`src/rtl/ecgbd_pkg.sv`:
```
// ----------------------------------------------------------------------------
// ecgbd_pkg
// Shared widths, constants and register indexes for the ECG beat detector.
// ----------------------------------------------------------------------------
package ecgbd_pkg;

  localparam int unsigned RING_DEPTH_DEF = 256;

  localparam int unsigned SAMPLE_W   = 12;
  localparam int unsigned TIME_W     = 32;
  localparam int unsigned BASE_W     = 28;
  localparam int unsigned DIFF_W     = 29;
  localparam int unsigned FILT_W     = 21;
  localparam int unsigned RATE_W     = 8;
  localparam int unsigned DISP_W     = 12;
  localparam int unsigned SLOT_OUT_W = 8;

  localparam int unsigned THR_W      = 13;
  localparam int unsigned REFR_W     = 16;
  localparam int unsigned CFG_DATA_W = 16;
  localparam int unsigned CFG_ADDR_W = 2;

  localparam int unsigned WEIGHT_W   = 11;
  localparam logic [WEIGHT_W-1:0] WEIGHT_Q16 = 11'd1966;
  localparam int unsigned PROD_W     = DIFF_W + WEIGHT_W;
  localparam int unsigned ACC_W      = PROD_W + 1;

  // rate division: 60000 / interval, interval narrowed to 16 bits
  localparam int unsigned RATE_DVD_W = 16;
  localparam int unsigned RATE_DVS_W = 16;
  localparam logic [RATE_DVD_W-1:0] RATE_NUM = 16'd60000;

  // display division: 2*t / 125
  localparam int unsigned DISP_T_W   = 22;
  localparam int unsigned DISP_DVD_W = 19;
  localparam int unsigned DISP_DVS_W = 7;
  localparam logic [DISP_DVS_W-1:0] DISP_DIV = 7'd125;
  localparam logic signed [DISP_T_W-1:0] DISP_OFFSET = 22'sd128000;
  localparam logic [DISP_T_W-1:0] DISP_SAT_T = 22'd256000;
  localparam logic [DISP_W-1:0] DISP_MAX = 12'd4095;

  localparam logic [CFG_ADDR_W-1:0] REG_BEAT_THRESHOLD = 2'd0;
  localparam logic [CFG_ADDR_W-1:0] REG_REFRACTORY_MS  = 2'd1;
  localparam logic [CFG_ADDR_W-1:0] REG_MIN_RATE_BPM   = 2'd2;
  localparam logic [CFG_ADDR_W-1:0] REG_MAX_RATE_BPM   = 2'd3;

  localparam logic [THR_W-1:0]  THR_RST     = 13'h1F38;  // -200
  localparam logic [REFR_W-1:0] REFR_RST    = 16'd400;
  localparam logic [RATE_W-1:0] MIN_RATE_RST = 8'd40;
  localparam logic [RATE_W-1:0] MAX_RATE_RST = 8'd160;

endpackage

```
`src/rtl/ecgbd_div.sv`:
```
// ----------------------------------------------------------------------------
// ecgbd_div
// Restoring divider, one quotient bit per cycle, dividend shifted in MSB first.
// ----------------------------------------------------------------------------
module ecgbd_div
  import ecgbd_pkg::*;
#(
  parameter int unsigned DVD_W = RATE_DVD_W,
  parameter int unsigned DVS_W = RATE_DVS_W
) (
  input  logic             clk,
  input  logic             rst_n,
  input  logic             start,
  input  logic [DVD_W-1:0] dividend,
  input  logic [DVS_W-1:0] divisor,
  output logic             busy,
  output logic [DVD_W-1:0] quotient
);

  localparam int unsigned CNT_W = $clog2(DVD_W + 1);

  logic             busy_r, busy_nxt;
  logic [CNT_W-1:0] cnt_r, cnt_nxt;
  logic [DVS_W-1:0] rem_r, rem_nxt;
  logic [DVD_W-1:0] q_r, q_nxt;
  logic [DVS_W-1:0] dvs_r, dvs_nxt;
  logic [DVS_W:0]   trial;
  logic [DVS_W:0]   trial_sub;
  logic             ge;

  assign trial     = {rem_r, q_r[DVD_W-1]};
  assign ge        = trial >= {1'b0, dvs_r};
  assign trial_sub = trial - {1'b0, dvs_r};

  always_comb begin
    busy_nxt = busy_r;
    cnt_nxt  = cnt_r;
    rem_nxt  = rem_r;
    q_nxt    = q_r;
    dvs_nxt  = dvs_r;
    if (start) begin
      busy_nxt = 1'b1;
      cnt_nxt  = CNT_W'(DVD_W);
      rem_nxt  = '0;
      q_nxt    = dividend;
      dvs_nxt  = divisor;
    end else if (busy_r) begin
      rem_nxt  = ge ? trial_sub[DVS_W-1:0] : trial[DVS_W-1:0];
      q_nxt    = {q_r[DVD_W-2:0], ge};
      cnt_nxt  = cnt_r - 1'b1;
      busy_nxt = (cnt_r != CNT_W'(1));
    end
  end

  always_ff @(posedge clk) begin
    if (!rst_n) begin
      busy_r <= 1'b0;
      cnt_r  <= '0;
    end else begin
      busy_r <= busy_nxt;
      cnt_r  <= cnt_nxt;
    end
    rem_r <= rem_nxt;
    q_r   <= q_nxt;
    dvs_r <= dvs_nxt;
  end

  assign busy     = busy_r;
  assign quotient = q_r;

endmodule

```
`src/rtl/ecg_baseline_beat_rate_detector_top.sv`:
```
// ----------------------------------------------------------------------------
// ecg_baseline_beat_rate_detector_top
// Baseline-tracking ECG beat detector with rate and display sample output.
// ----------------------------------------------------------------------------
// Each sample passes the states DIFF, MUL, UPD, FILT, DSTART, DIV and OUT;
//   the 11-step serial weight multiply and the 19-step display divider
//   (rate divider runs alongside) take the longest; a sample is taken only in IDLE.
// A new sample is accepted while the previous result waits on the output.
// Reset (rst_n low, synchronous) restores register defaults, seeds the
//   baseline from the next sample and clears rate, slot and wrap state.
// ----------------------------------------------------------------------------
module ecg_baseline_beat_rate_detector_top
  import ecgbd_pkg::*;
#(
  parameter int unsigned RING_DEPTH = RING_DEPTH_DEF
) (
  input  logic                  clk,
  input  logic                  rst_n,
  input  logic                  in_tvalid,
  output logic                  in_tready,
  input  logic [47:0]           in_tdata,   // adc_sample[11:0], time_ms[43:12]
  output logic                  out_tvalid,
  input  logic                  out_tready,
  // filtered_value[20:0], beat_detected[21], heart_rate_bpm[29:22],
  // display_sample[41:30], slot_index[49:42], buffer_filled[50]
  output logic [55:0]           out_tdata,
  input  logic                  cfg_wr_en,
  input  logic [CFG_ADDR_W-1:0] cfg_addr,
  input  logic [CFG_DATA_W-1:0] cfg_wdata
);

  localparam int unsigned SLOT_W  = (RING_DEPTH > 1) ? $clog2(RING_DEPTH) : 1;
  localparam int unsigned MCNT_W  = $clog2(WEIGHT_W + 1);

  localparam logic [2:0] S_IDLE   = 3'd0;
  localparam logic [2:0] S_DIFF   = 3'd1;
  localparam logic [2:0] S_MUL    = 3'd2;
  localparam logic [2:0] S_UPD    = 3'd3;
  localparam logic [2:0] S_FILT   = 3'd4;
  localparam logic [2:0] S_DSTART = 3'd5;
  localparam logic [2:0] S_DIV    = 3'd6;
  localparam logic [2:0] S_OUT    = 3'd7;

  logic [2:0]              state_r, state_nxt;

  logic [THR_W-1:0]        thr_r;
  logic [REFR_W-1:0]       refr_r;
  logic [RATE_W-1:0]       min_rate_r;
  logic [RATE_W-1:0]       max_rate_r;

  logic [SAMPLE_W-1:0]     sample_r;
  logic [TIME_W-1:0]       time_r;
  logic [BASE_W-1:0]       base_r;
  logic                    first_pending_r;
  logic [TIME_W-1:0]       last_cross_r;
  logic [RATE_W-1:0]       held_rate_r;
  logic [SLOT_W-1:0]       slot_r;
  logic                    wrapped_r;

  logic signed [PROD_W-1:0] diff_sh_r;
  logic signed [ACC_W-1:0]  acc_r;
  logic [WEIGHT_W-1:0]      w_sr_r;
  logic [MCNT_W-1:0]        mcnt_r;

  logic signed [FILT_W-1:0] filt_r;
  logic                     cross_r;
  logic [RATE_DVS_W-1:0]    interval_lo_r;
  logic                     interval_big_r;
  logic                     disp_zero_r;
  logic                     disp_sat_r;
  logic [DISP_DVD_W-1:0]    disp_dvd_r;

  logic                     out_valid_r;
  logic [55:0]              out_data_r;

  logic                     in_fire;
  logic                     out_load;
  logic                     div_start;
  logic                     rate_busy, disp_busy;
  logic [RATE_DVD_W-1:0]    rate_q;
  logic [DISP_DVD_W-1:0]    disp_q;

  logic [BASE_W-1:0]        target;
  logic signed [DIFF_W-1:0] diff_now;
  logic signed [ACC_W-1:0]  rounded;
  logic [BASE_W-1:0]        step;
  logic signed [FILT_W-1:0] filt_now;
  logic signed [FILT_W-1:0] thr_scaled;
  logic [TIME_W-1:0]        interval;
  logic signed [DISP_T_W-1:0] disp_t;
  logic                     rate_ok;
  logic [DISP_W-1:0]        disp_val;
  logic                     slot_last;
  logic                     wrapped_nxt;

  assign in_tready = (state_r == S_IDLE);
  assign in_fire   = in_tvalid && in_tready;
  assign out_load  = (state_r == S_OUT) && (!out_valid_r || out_tready);
  assign div_start = (state_r == S_DSTART);

  assign target     = {sample_r, 16'b0};
  assign diff_now   = $signed({1'b0, target}) - $signed({1'b0, base_r});
  assign rounded    = acc_r + ACC_W'(32768);
  assign step       = {{3{rounded[ACC_W-1]}}, rounded[ACC_W-1:16]};
  assign filt_now   = diff_now[DIFF_W-1:8];
  assign thr_scaled = {thr_r, 8'b0};
  assign interval   = time_r - last_cross_r;
  assign disp_t     = $signed({filt_now[FILT_W-1], filt_now}) + DISP_OFFSET;

  assign rate_ok = !interval_big_r
                   && (rate_q > {8'b0, min_rate_r})
                   && (rate_q < {8'b0, max_rate_r});
  assign disp_val = disp_zero_r ? '0 :
                    disp_sat_r  ? DISP_MAX : disp_q[DISP_W-1:0];
  assign slot_last   = (slot_r == SLOT_W'(RING_DEPTH - 1));
  assign wrapped_nxt = wrapped_r || slot_last;

  always_comb begin
    state_nxt = state_r;
    case (state_r)
      S_IDLE:   if (in_fire) state_nxt = S_DIFF;
      S_DIFF:   state_nxt = S_MUL;
      S_MUL:    if (mcnt_r == MCNT_W'(1)) state_nxt = S_UPD;
      S_UPD:    state_nxt = S_FILT;
      S_FILT:   state_nxt = S_DSTART;
      S_DSTART: state_nxt = S_DIV;
      S_DIV:    if (!rate_busy && !disp_busy) state_nxt = S_OUT;
      S_OUT:    if (out_load) state_nxt = S_IDLE;
      default:  state_nxt = S_IDLE;
    endcase
  end

  always_ff @(posedge clk) begin
    if (!rst_n) begin
      state_r         <= S_IDLE;
      thr_r           <= THR_RST;
      refr_r          <= REFR_RST;
      min_rate_r      <= MIN_RATE_RST;
      max_rate_r      <= MAX_RATE_RST;
      base_r          <= '0;
      first_pending_r <= 1'b1;
      last_cross_r    <= '0;
      held_rate_r     <= '0;
      slot_r          <= '0;
      wrapped_r       <= 1'b0;
      out_valid_r     <= 1'b0;
    end else begin
      state_r <= state_nxt;
      if (cfg_wr_en) begin
        case (cfg_addr)
          REG_BEAT_THRESHOLD: thr_r      <= cfg_wdata[THR_W-1:0];
          REG_REFRACTORY_MS:  refr_r     <= cfg_wdata[REFR_W-1:0];
          REG_MIN_RATE_BPM:   min_rate_r <= cfg_wdata[RATE_W-1:0];
          REG_MAX_RATE_BPM:   max_rate_r <= cfg_wdata[RATE_W-1:0];
          default: ;
        endcase
      end
      if (in_fire && first_pending_r) begin
        base_r          <= {in_tdata[SAMPLE_W-1:0], 16'b0};
        first_pending_r <= 1'b0;
      end
      if (state_r == S_UPD) base_r <= base_r + step;
      if (state_r == S_FILT && filt_now < thr_scaled && interval > {16'b0, refr_r})
        last_cross_r <= time_r;
      if (out_load) begin
        if (cross_r && rate_ok) held_rate_r <= rate_q[RATE_W-1:0];
        slot_r    <= slot_last ? '0 : slot_r + 1'b1;
        wrapped_r <= wrapped_nxt;
      end
      if (out_load) out_valid_r <= 1'b1;
      else if (out_tready) out_valid_r <= 1'b0;
    end
  end

  always_ff @(posedge clk) begin
    if (in_fire) begin
      sample_r <= in_tdata[SAMPLE_W-1:0];
      time_r   <= in_tdata[SAMPLE_W+TIME_W-1:SAMPLE_W];
    end
    case (state_r)
      S_DIFF: begin
        diff_sh_r <= PROD_W'(diff_now);
        acc_r     <= '0;
        w_sr_r    <= WEIGHT_Q16;
        mcnt_r    <= MCNT_W'(WEIGHT_W);
      end
      S_MUL: begin
        if (w_sr_r[0]) acc_r <= acc_r + {diff_sh_r[PROD_W-1], diff_sh_r};
        diff_sh_r <= diff_sh_r <<< 1;
        w_sr_r    <= w_sr_r >> 1;
        mcnt_r    <= mcnt_r - 1'b1;
      end
      S_FILT: begin
        filt_r         <= filt_now;
        cross_r        <= (filt_now < thr_scaled) && (interval > {16'b0, refr_r});
        interval_lo_r  <= interval[RATE_DVS_W-1:0];
        interval_big_r <= (interval[TIME_W-1:RATE_DVS_W] != '0);
        disp_zero_r    <= disp_t[DISP_T_W-1] || (disp_t == '0);
        disp_sat_r     <= !disp_t[DISP_T_W-1] && (disp_t >= DISP_SAT_T);
        disp_dvd_r     <= {disp_t[DISP_DVD_W-2:0], 1'b0};
      end
      default: ;
    endcase
    if (out_load) begin
      out_data_r <= {5'b0,
                     wrapped_nxt,
                     SLOT_OUT_W'(slot_r),
                     disp_val,
                     (cross_r && rate_ok) ? rate_q[RATE_W-1:0] : held_rate_r,
                     cross_r && rate_ok,
                     filt_r};
    end
  end

  ecgbd_div #(
    .DVD_W (RATE_DVD_W),
    .DVS_W (RATE_DVS_W)
  ) u_rate_div (
    .clk      (clk),
    .rst_n    (rst_n),
    .start    (div_start),
    .dividend (RATE_NUM),
    .divisor  (interval_lo_r),
    .busy     (rate_busy),
    .quotient (rate_q)
  );

  ecgbd_div #(
    .DVD_W (DISP_DVD_W),
    .DVS_W (DISP_DVS_W)
  ) u_disp_div (
    .clk      (clk),
    .rst_n    (rst_n),
    .start    (div_start),
    .dividend (disp_dvd_r),
    .divisor  (DISP_DIV),
    .busy     (disp_busy),
    .quotient (disp_q)
  );

  assign out_tvalid = out_valid_r;
  assign out_tdata  = out_data_r;

  a_beat_has_rate: assert property (@(posedge clk) disable iff (!rst_n)
    out_valid_r && out_data_r[21] |-> out_data_r[29:22] != '0)
    else $error("beat reported with zero rate");

  a_accept_starts_work: assert property (@(posedge clk) disable iff (!rst_n)
    in_fire |=> state_r == S_DIFF)
    else $error("accepted sample did not start processing");

  a_div_idle_outside: assert property (@(posedge clk) disable iff (!rst_n)
    (state_r == S_IDLE || state_r == S_OUT) |-> !rate_busy && !disp_busy)
    else $error("divider busy outside division phase");

  a_seed_once: assert property (@(posedge clk) disable iff (!rst_n)
    !first_pending_r |=> !first_pending_r)
    else $error("baseline seed flag set again");

  a_wrap_sticky: assert property (@(posedge clk) disable iff (!rst_n)
    wrapped_r |=> wrapped_r)
    else $error("wrap flag cleared");

endmodule

```
`config.mk`:
```
export PLATFORM = sky130hd
export DESIGN_NAME = ecg_baseline_beat_rate_detector_top
export DESIGN_NICKNAME = d
export VERILOG_FILES = /design/src/rtl/ecgbd_pkg.sv /design/src/rtl/ecgbd_div.sv /design/src/rtl/ecg_baseline_beat_rate_detector_top.sv
export SDC_FILE = /design/constraint.sdc
export NUM_CORES = 1
export LEC_CHECK = 0
export BUFFER_PORTS_ARGS = -buffer_cell sky130_fd_sc_hd__buf_2
export CAP_MARGIN = 20
export CORE_MARGIN = 5
export CORE_UTILIZATION = 55
export DETAILED_ROUTE_END_ITERATION = 12
export PLACE_DENSITY = 0.76
export SYNTH_ARGS = -nofsm -noshare
export SYNTH_HDL_FRONTEND = slang
export SYNTH_SLANG_ARGS = --single-unit
export TNS_END_PERCENT = 10
```
`constraint.sdc`:
```
create_clock -name clk -period 4.4 [get_ports clk]
set_clock_uncertainty 0.05 [all_clocks]
set_input_delay 0 -clock clk [delete_from_list [all_inputs] [get_ports clk]]
set_output_delay 0 -clock clk [all_outputs]
set_load 0.02 [all_outputs]
```
## Word-level counts from Yosys, hierarchy flattened

Index checks and enable logic that the tools add are counted.
W data, S select, Z words.

- Bits in registers: 463
- Output and inout port bits: 58
- Word-level logic and storage cells: 142

- $add $sub $neg: 12
- Magnitude comparators: 7
- Equality and inequality tests: 19
- Mux-type cells: 29
- Bitwise gates (word level): 1
- Reduce and logical (&&, ||, !) cells: 35

Operators with widths:

| cell | number |
|---|---|
| $pmux W41 S2 | 1 |
| $pmux W40 S2 | 1 |
| $mux W28 | 2 |
| $add A41 B17 Y41 const B | 1 |
| $add A41 B41 Y41 | 1 |
| $mux W41 | 1 |
| $mux W19 | 2 |
| $gt A32 B16 Y1 | 1 |
| $sub A32 B32 Y32 | 1 |
| $sub A28 B28 Y29 | 1 |
| $add A28 B28 Y28 | 1 |
| $pmux W3 S8 | 1 |
| $add A21 B18 Y22 const B | 1 |
| $ge A22 B18 Y1 const B | 1 |
| $logic_not A22 Y1 | 1 |
| $pmux W11 S2 | 1 |
| $lt A21 B21 Y1 | 1 |
| $mux W5 | 4 |
| $ge A17 B16 Y1 | 1 |
| $gt A16 B8 Y1 | 1 |
| $lt A16 B8 Y1 | 1 |
| $mux W16 | 1 |
| $mux W8 | 2 |
| $reduce_bool A16 Y1 | 1 |
| other kinds (31) | 73 |

## Longest topological paths before layout

Gate-level depths: netlist of run 1.

- Depth in word-level cells: 5
- Gate-level depth with buffers: 21
- Gate-level depth less buffers: 20

## Modules after synthesis

Synthesis of run 1 repeated with hierarchy kept, for this count alone.

- Cell total of the unflattened synthesis: 2608
- Area, all modules: 26207.6 um^2

By module, submodules not included:

| module | times used | cells each | area an instance (um^2) | seq. area each (um^2) |
|---|---|---|---|---|
| ecg_baseline_beat_rate_detector_top | 1 | 2144 | 21064.0 | 9749.4 |
| ecgbd_div at u_rate_div | 1 | 282 | 3022.9 | 1401.3 |
| ecgbd_div at u_disp_div | 1 | 182 | 2120.8 | 1041.0 |

## Worst setup path after synthesis of run 1

Ideal clock, no wire load.

- Path kind: register to register
- From: register state_r[0]
- To: register acc_r[0], enable pin
- Data arrival time: 4.209 ns
- Path slack: -0.260 ns
- Cell stages (with the launch flop): 5
- Path buffers: 1
- Period minus slack after synthesis: 4.660 ns
- Cells stage by stage: dfxtp_1 > clkbuf_1 > xnor2_1 > nor2_1 > o21a_1

- Cells in the longest elaborated chain, start to end: 3

Ends and longest elaborated chain:

| element | line | text |
|---|---|---|
| from (decl) | ecg_baseline_beat_rate_detector_top.sv:44 | `logic [2:0] state_r, state_nxt;` |
| from (signal assigned) | ecg_baseline_beat_rate_detector_top.sv:148 | `state_r <= state_nxt;` |
| $eq A3 B2 Y1 or $eq A3 B1 Y1 (tied branches) | ecg_baseline_beat_rate_detector_top.sv:180 | `case (state_r)` |
| $ne A2 B2 Y1 (no source line) or $reduce_bool A2 Y1 (tied branches) | n/a |  |
| $reduce_and A2 Y1 (no source line) (*) | n/a |  |
| to (signal assigned) | ecg_baseline_beat_rate_detector_top.sv:188 | `if (w_sr_r[0]) acc_r <= acc_r + {diff_sh_r[PROD_W-1], diff_sh_r};` |
| to (decl) | ecg_baseline_beat_rate_detector_top.sv:61 | `logic signed [ACC_W-1:0] acc_r;` |

Every way passes the cells marked *; elsewhere a longest branch is shown, timed or not.
A chain may end at the register's enable or synchronous reset.

## Worst setup path in the final report of run 1

- From: register base_r[17]
- To: register last_cross_r[4]

- Cells in the longest elaborated chain, start to end: 4

Ends and longest elaborated chain:

| element | line | text |
|---|---|---|
| from (decl) | ecg_baseline_beat_rate_detector_top.sv:53 | `logic [BASE_W-1:0] base_r;` |
| from (signal assigned) | ecg_baseline_beat_rate_detector_top.sv:159 | `base_r <= {in_tdata[SAMPLE_W-1:0], 16'b0};` |
| from (signal assigned) | ecg_baseline_beat_rate_detector_top.sv:162 | `if (state_r == S_UPD) base_r <= base_r + step;` |
| $sub A28 B28 Y29 | ecg_baseline_beat_rate_detector_top.sv:102 | `assign diff_now = $signed({1'b0, target}) - $signed({1'b0, base_r});` |
| net diff_now[27] | ecg_baseline_beat_rate_detector_top.sv:84 | `logic signed [DIFF_W-1:0] diff_now;` |
| $lt A21 B21 Y1 | ecg_baseline_beat_rate_detector_top.sv:163 | `if (state_r == S_FILT && filt_now < thr_scaled && interval > {16'b0, refr_r})` |
| $logic_and A1 B1 Y1 (2 in series) | ecg_baseline_beat_rate_detector_top.sv:163 |  |
| to (signal assigned) | ecg_baseline_beat_rate_detector_top.sv:164 | `last_cross_r <= time_r;` |
| to (decl) | ecg_baseline_beat_rate_detector_top.sv:55 | `logic [TIME_W-1:0] last_cross_r;` |

The timed path passes the listed nets, and every way through them passes these cells.

==> impl_metrics.env, run 1 <==
export IMPL_cts_buffers=49
export IMPL_drc=0
export IMPL_yosysTopAreaCellShare_pct=33.0
export IMPL_crit_chain="inv_1 > ha_4 > a21oi_2 > a2bb2oi_2 > o31ai_4 > a211o_1 > a21oi_1 > o21bai_1 > a21oi_1 > xnor2_1 > ha_1 > and4_4 > nor2_1 > mux2_4 > a22o_4 > a31oi_4 > a211oi_4 > buf_6 > clkbuf_16 > mux2i_1"
export IMPL_placed_cell_area_um2=26400
export IMPL_whs_path_depth=2
export IMPL_ys_flop_type="edfxtp_1"
export IMPL_dieArea_um2=49900
export IMPL_multiInputGateArea_um2=12400
export IMPL_setup_viol=0
export IMPL_place_ws_ns=0.0281
export IMPL_clk_pin_slew_ns=0.06
export IMPL_regArea_um2=11800
export IMPL_fin_util_pct=64.3
export IMPL_cts_tree="built"
export IMPL_async_reset_ff_share_pct=0
export IMPL_synth_area_um2=25100
export IMPL_period_share_pct=97.3
export IMPL_ant_nets=0
export IMPL_clockBufferDepth=3
export IMPL_h_tree_depth=2
export IMPL_grt_max_degree=73
export IMPL_seq_area_frac_synth_pct=47.2
export IMPL_grt_pass1_vias=19155
export IMPL_final_nets=3034
export IMPL_fmax_mhz=234
export IMPL_rows=78
export IMPL_ys_top_cells_by_area="edfxtp_1 33%, dfxtp_1 14%, ha_1 9.0%, nand2_1 5.8%, xnor2_1 3.3%"
export IMPL_die_w_um=223
export IMPL_ys_warn_count=0
export IMPL_path_class="reg -> reg"
export IMPL_tightest_slew_ns=1.05
export IMPL_synth_cell_types=87
export IMPL_core_area_um2=45200
export IMPL_dpl_hpwl_mm=41.4
export IMPL_globalplace_congestion=0.946
export IMPL_cp_max_fo=8
export IMPL_synth_top_area_cell="edfxtp_1"
export IMPL_hold_class="in -> reg"
export IMPL_peakVddDrop_mv=0.290
export IMPL_wl_per_cell_um=17.3
export IMPL_antenna_found_initial=3
export IMPL_outcome="finished, final reports clean"
export IMPL_synth_area_per_cell_um2=9.74
export IMPL_port_buffers=119
export IMPL_wl_mm=59.1
export IMPL_grt_pass1_wl_mm=94.6
export IMPL_clockRootBuffer="clkbuf_16"
export IMPL_critPathMostFrequentCell="a21oi_1"
export IMPL_maxSlewHeadroom_pct=29.6
export IMPL_maxCapViolCount=0
export IMPL_max_stage_delay_ns=0.34
export IMPL_grt_overflow_total=0
export IMPL_startpoint_type="flop"
export IMPL_drt_iter0_drc=1497
export IMPL_vias=19527
export IMPL_cts_sinks=453
export IMPL_io_pins=129
export IMPL_critical_path_arrival_ns=4.70
export IMPL_track_usage_pct=22.7
export IMPL_clock_latency_ns=0.60
export IMPL_drv_slew=0
export IMPL_cp_required_ns=4.82
export IMPL_report_final_hold_viol_count=0
export IMPL_cp_slowest_cell="dfxtp_2"
export IMPL_timing_hold_ws_ns=0.0623
export IMPL_drtPass1Iterations=6
export IMPL_period_needed_ns=4.28
export IMPL_design_area_um2=29000
export IMPL_syn2layout_area_growth_pct=15.9
export IMPL_cellLeakagePower_nw=11.7
export IMPL_worst_slack_ns=0.121
export IMPL_die_y_um=223
export IMPL_p_total_mw=13.4
export IMPL_nFillCells=3506
export IMPL_synth_seq_cells=453
export IMPL_initial_core_util_pct=55.5
export IMPL_synth_edf_count=275
export IMPL_syn_inst=2573
export IMPL_rr_worst_depth=20
export IMPL_p_per_area_nw_per_um2=461
export IMPL_crit_path_end_kind="flop"
export IMPL_layout_drive_gt1_share_pct=11.5
export IMPL_via_per_inst=5.71
final timing paths:
kind	startpoint	endpoint	slack (ns)
worst max-delay path	base_r[17]	last_cross_r[4]	0.12
worst min-delay path	in_tdata[36]	time_r[24]	0.06
worst max register to register	base_r[17]	last_cross_r[4]	0.12
worst min register to register	interval_lo_r[8]	u_rate_div.dvs_r[8]	0.37
kinds of logic after synthesis:
| family | synth area share, % |
|---|---|
| simple gates | 15.4 |
| mux | 3.46 |
| buf+inv | 4.35 |
| fa+ha+maj | 9.36 |
| other cells | 0.0150 |
| compound gates | 14.9 |
| flops | 47.2 |
| xor+xnor | 5.39 |
sequential cells by signal, summed over array words and instances (netlist names), 19 cells and up:
register / count
diff_sh_r: 40
base_r: 28
filt_r: 21
out_tdata: 51
acc_r: 41
last_cross_r: 32
u_disp_div.quotient: 19
time_r: 32
critical path, delay by kind of cell (launching register included):
kind / cells / cell delay [ns]
buf+inv: 3 / 0.40
simple gates: 2 / 0.28
compound gates: 10 / 1.96
xor+xnor: 1 / 0.12
flops: 1 / 0.34
mux: 2 / 0.38
fa+ha+maj: 2 / 0.59
per-layer routing:
| layer | up-vias | wire, um | track usage [%] |
|---|---|---|---|
| met2 | 592 | 28100 | 38.2 |
| met3 | 112 | 3790 | 3.45 |
| met1 | 9269 | 25600 | 30.2 |
| met5 | - | 13 | 0 |
| met4 | 2 | 1630 | 7.71 |
| li1 | 9552 | - | - |
through the flow:
step | TNS [ns] | std cells
after global routing | -2.80 | 3421
after floorplan | -6.24 | 2577
after detailed placement | 0 | 3237
final | 0 | 3421
after CTS | 0 | 3407
after global placement | 0 | 3237
cell usage after synthesis (9+ instances only):
cell and instances:
a21oi_1 162, o31ai_1 11, o21bai_1 18, nand3_1 51, a21boi_0 27, a21o_1 88, and2_1 11, o21ai_0 81
nor2b_1 20, nor4_1 10, and3_1 26, inv_1 172, a211o_1 10, mux2i_1 75, mux2_2 9, xor2_1 58
nand2_1 386, a211oi_1 16, nor2_1 208, a31oi_1 16, nand2b_1 22, ha_1 181, dfxtp_1 178, edfxtp_1 275
nor3b_1 10, o21a_1 25, clkbuf_1 86, nand4_1 31, o211ai_1 28, xnor2_1 93, nor3_1 39
cells in the final DEF (no fill, tap or decap), types with 7 or more instances in the layout:
cell type and n:
a211oi_1 14, xor2_1 56, buf_4 48, clkinv_2 9, o31ai_1 9, and3_1 26, a21oi_1 159, clkbuf_1 16
o21ai_0 80, nor2_1 204, o211ai_1 28, nand3_1 49, a21o_1 88, dlygate4sd3_1 78, nor3b_1 8, edfxtp_1 275
buf_2 118, clkbuf_16 52, or3_1 8, inv_1 169, clkinv_1 7, o21bai_1 18, a31oi_1 15, a311oi_1 7
xnor2_1 92, ha_1 178, nor4_1 9, a211o_1 10, mux2_2 9, nand2_1 385, and2_1 10, o21a_1 25
nand4_1 31, mux2i_1 74, nor3_1 38, nor2b_1 19, a21boi_0 26, dfxtp_1 174, nand2b_1 22
power by group:
part / switching (mW) / internal [mW] / total, mW
clock network: 1.69 / 2.22 / 3.91
registers: 0.331 / 5.04 / 5.37
logic: 2.37 / 1.74 / 4.11
repair_timing:
action,in CTS,in global routing
gates cloned,0,3
resized for setup,1,43
setup endpoints to repair,6,36
buffers inserted,0,7
pin swaps,0,16
hold buffers,78,0
endpoints found under the hold margin,138,0
area by class of cell:
class                      instances  share of cell area, %
clock buffer                      73                   4.83
multi-input combinational       1848                   42.7
timing repair buffer             251                   6.39
inverter                         175                   2.26
tap                              600                   2.59
antenna                            2                 0.0172
sequential                       453                   40.7
clock inverter                    19                  0.513
No activity file was read; power rests on OpenSTA's default activity.
==> run 2: changes to the inputs <==
BUFFER_PORTS_ARGS = default   (was -buffer_cell sky130_fd_sc_hd__buf_2)
DONT_BUFFER_PORTS = 1   (was default)
PLACE_DENSITY = 0.73   (was 0.76)
==> run 2 against run 1 <==
Compared with the run above: via count decreased by 1.4%; non-clock buffer count fell by 77; core utilization is 0.28 points lower; die area stayed put.
==> impl_metrics.env, run 2 (synthesis gave the netlist of run 1 again) <==
export IMPL_outcome="finished, final reports clean"
export IMPL_clockBufferDepth=3
export IMPL_h_tree_depth=2
export IMPL_fin_util_pct=64.0
export IMPL_grt_overflow_total=0
export IMPL_io_pins=129
export IMPL_pwr_share_comb_pct=31.0
export IMPL_critPathMostFrequentCell="or4_4"
export IMPL_peakVddDrop_mv=0.383
export IMPL_final_nets=2955
export IMPL_syn2layout_area_growth_pct=15.4
export IMPL_crit_family="compound AO/OA/AOI/OAI gates"
export IMPL_core_area_um2=45200
export IMPL_period_share_pct=98.0
export IMPL_grt_pass1_vias=18404
export IMPL_cts_buffers=47
export IMPL_die_y_um=223
export IMPL_p_per_area_nw_per_um2=463
export IMPL_period_needed_ns=4.31
export IMPL_dieArea_um2=49900
export IMPL_worst_slack_ns=0.0862
export IMPL_grt_pass1_wl_mm=94.4
export IMPL_max_stage_delay_ns=0.57
export IMPL_crit_path_end_kind="flop"
export IMPL_report_final_hold_viol_count=0
export IMPL_drc=0
export IMPL_drt_iter0_drc=1481
export IMPL_setup_viol=0
export IMPL_cellLeakagePower_nw=11.4
export IMPL_wl_per_cell_um=17.6
export IMPL_largest_reg_flops=51
export IMPL_layout_drive_gt1_share_pct=7.63
export IMPL_p_int_mw=8.98
export IMPL_hold_class="in -> reg"
export IMPL_die_w_um=223
export IMPL_globalplace_congestion=0.944
export IMPL_dpl_hpwl_mm=40.5
export IMPL_cp_max_fo=8
export IMPL_wl_mm=58.9
export IMPL_power_share_switching_pct=32.9
export IMPL_cts_sinks=453
export IMPL_critical_path_arrival_ns=4.77
export IMPL_rsz0062_at_grt="yes"
export IMPL_path_class="reg -> reg"
export IMPL_ant_nets=0
export IMPL_via_per_inst=5.75
export IMPL_p_total_mw=13.4
export IMPL_drv_slew=0
export IMPL_seq_power_share_pct=40.1
export IMPL_clk_pin_slew_ns=0.06
export IMPL_grt_max_degree=112
export IMPL_cp_num_buf_inv=3
export IMPL_track_usage_pct=22.7
export IMPL_maxCapViolCount=0
export IMPL_fmax_mhz=232
export IMPL_startpoint_type="flop"
export IMPL_place_ws_ns=0.0172
export IMPL_port_buffers=0
export IMPL_rows=78
export IMPL_maxSlewHeadroom_pct=29.8
export IMPL_vias=19246
export IMPL_initial_core_util_pct=55.5
export IMPL_cp_required_ns=4.85
export IMPL_cts_tree="built"
export IMPL_crit_chain="or4_4 > or4_4 > o311ai_4 > a21o_2 > a211oi_2 > xnor2_1 > ha_1 > a21o_1 > a2111oi_2 > buf_4 > a22o_4 > a31oi_4 > a211oi_4 > buf_12 > buf_16 > mux2i_1"
export IMPL_tightest_slew_ns=1.05
export IMPL_p_sw_mw=4.41
export IMPL_final_cell_mix="385 x nand2_1, 275 x edfxtp_1, 204 x nor2_1"
export IMPL_rrSetupSlack_ns=0.09
export IMPL_cp_slowest_cell="or4_4"
export IMPL_drtPass1Iterations=8
export IMPL_clock_latency_ns=0.59
export IMPL_final_common_cell="nand2_1"
export IMPL_clockRootBuffer="clkbuf_16"
export IMPL_antenna_found_initial=11
export IMPL_power_frac_clock_pct=28.9
==> run 2: worst register-to-register path, delay by kind of cell (launching register included) <==
| kind | cells | cell delay [ns] |
|---|---|---|
| simple gates | 2 | 1.10 |
| fa+ha+maj | 1 | 0.29 |
| buf+inv | 3 | 0.53 |
| compound gates | 8 | 1.47 |
| flops | 1 | 0.32 |
| mux | 1 | 0.23 |
| xor+xnor | 1 | 0.22 |
==> run 2: through the flow <==
stage                     std cells  hold slack [ns]  cell area, um^2  setup TNS, ns
after floorplan                2577           0.0489            25100          -6.24
after global placement         3113           0.0489            25700              0
after detailed placement       3113           0.0489            25700              0
after CTS                      3329           0.0328            28700              0
after global routing           3344           0.0402            28900          -1.37
final                          3346           0.0475            28900              0
==> run 2: power by group through the flow <==
stage | Clock, mW | Combinational (mW) | Sequential [mW]
finish | 3.87 | 4.15 | 5.37
global route | 4.14 | 4.59 | 5.41
CTS | 3.95 | 4.03 | 5.36
detailed placement | 0 | 3.82 | 5.44
global placement | 0 | 3.69 | 5.43
floorplan | 0 | 2.97 | 5.33
==> run 2: timing repair <==
item | 4_1_cts | 5_1_grt
resized for setup | 17 | 33
setup endpoints to repair | 1 | 39
hold buffers | 123 | 0
pin swaps | 6 | 22
endpoints found under the hold margin | 195 | 0
setup buffers | 3 | 7
cloned | 2 | 1
==> run 2: layout make-up <==
cell class	instances	area [um^2]
clock inverters	28	233
multi-input cells	1848	12400
inverters	175	657
fillers	3474	16300
clock buffers	60	1260
repair buffers	174	1730
well taps	600	751
flip-flops and latches	453	11800
diodes	8	20.0
==> run 2: final timing paths <==
| path | start | depth (start not counted) | to |
|---|---|---|---|
| worst max-delay path | base_r[10] | 16 | last_cross_r[3] |
| worst min-delay path | in_tdata[9] | 1 | sample_r[9] |
| worst max register to register | base_r[10] | 16 | last_cross_r[3] |
| worst min register to register | interval_lo_r[11] | 0 | u_rate_div.dvs_r[11] |
==> run 2: metal layers <==
metal	GRT usage [%]	up-vias	wire length, um
met5	0	-	65
met4	6.68	10	1570
met3	3.58	121	3360
met2	37.5	574	27600
met1	31.1	9170	26200
li1	-	9371	-
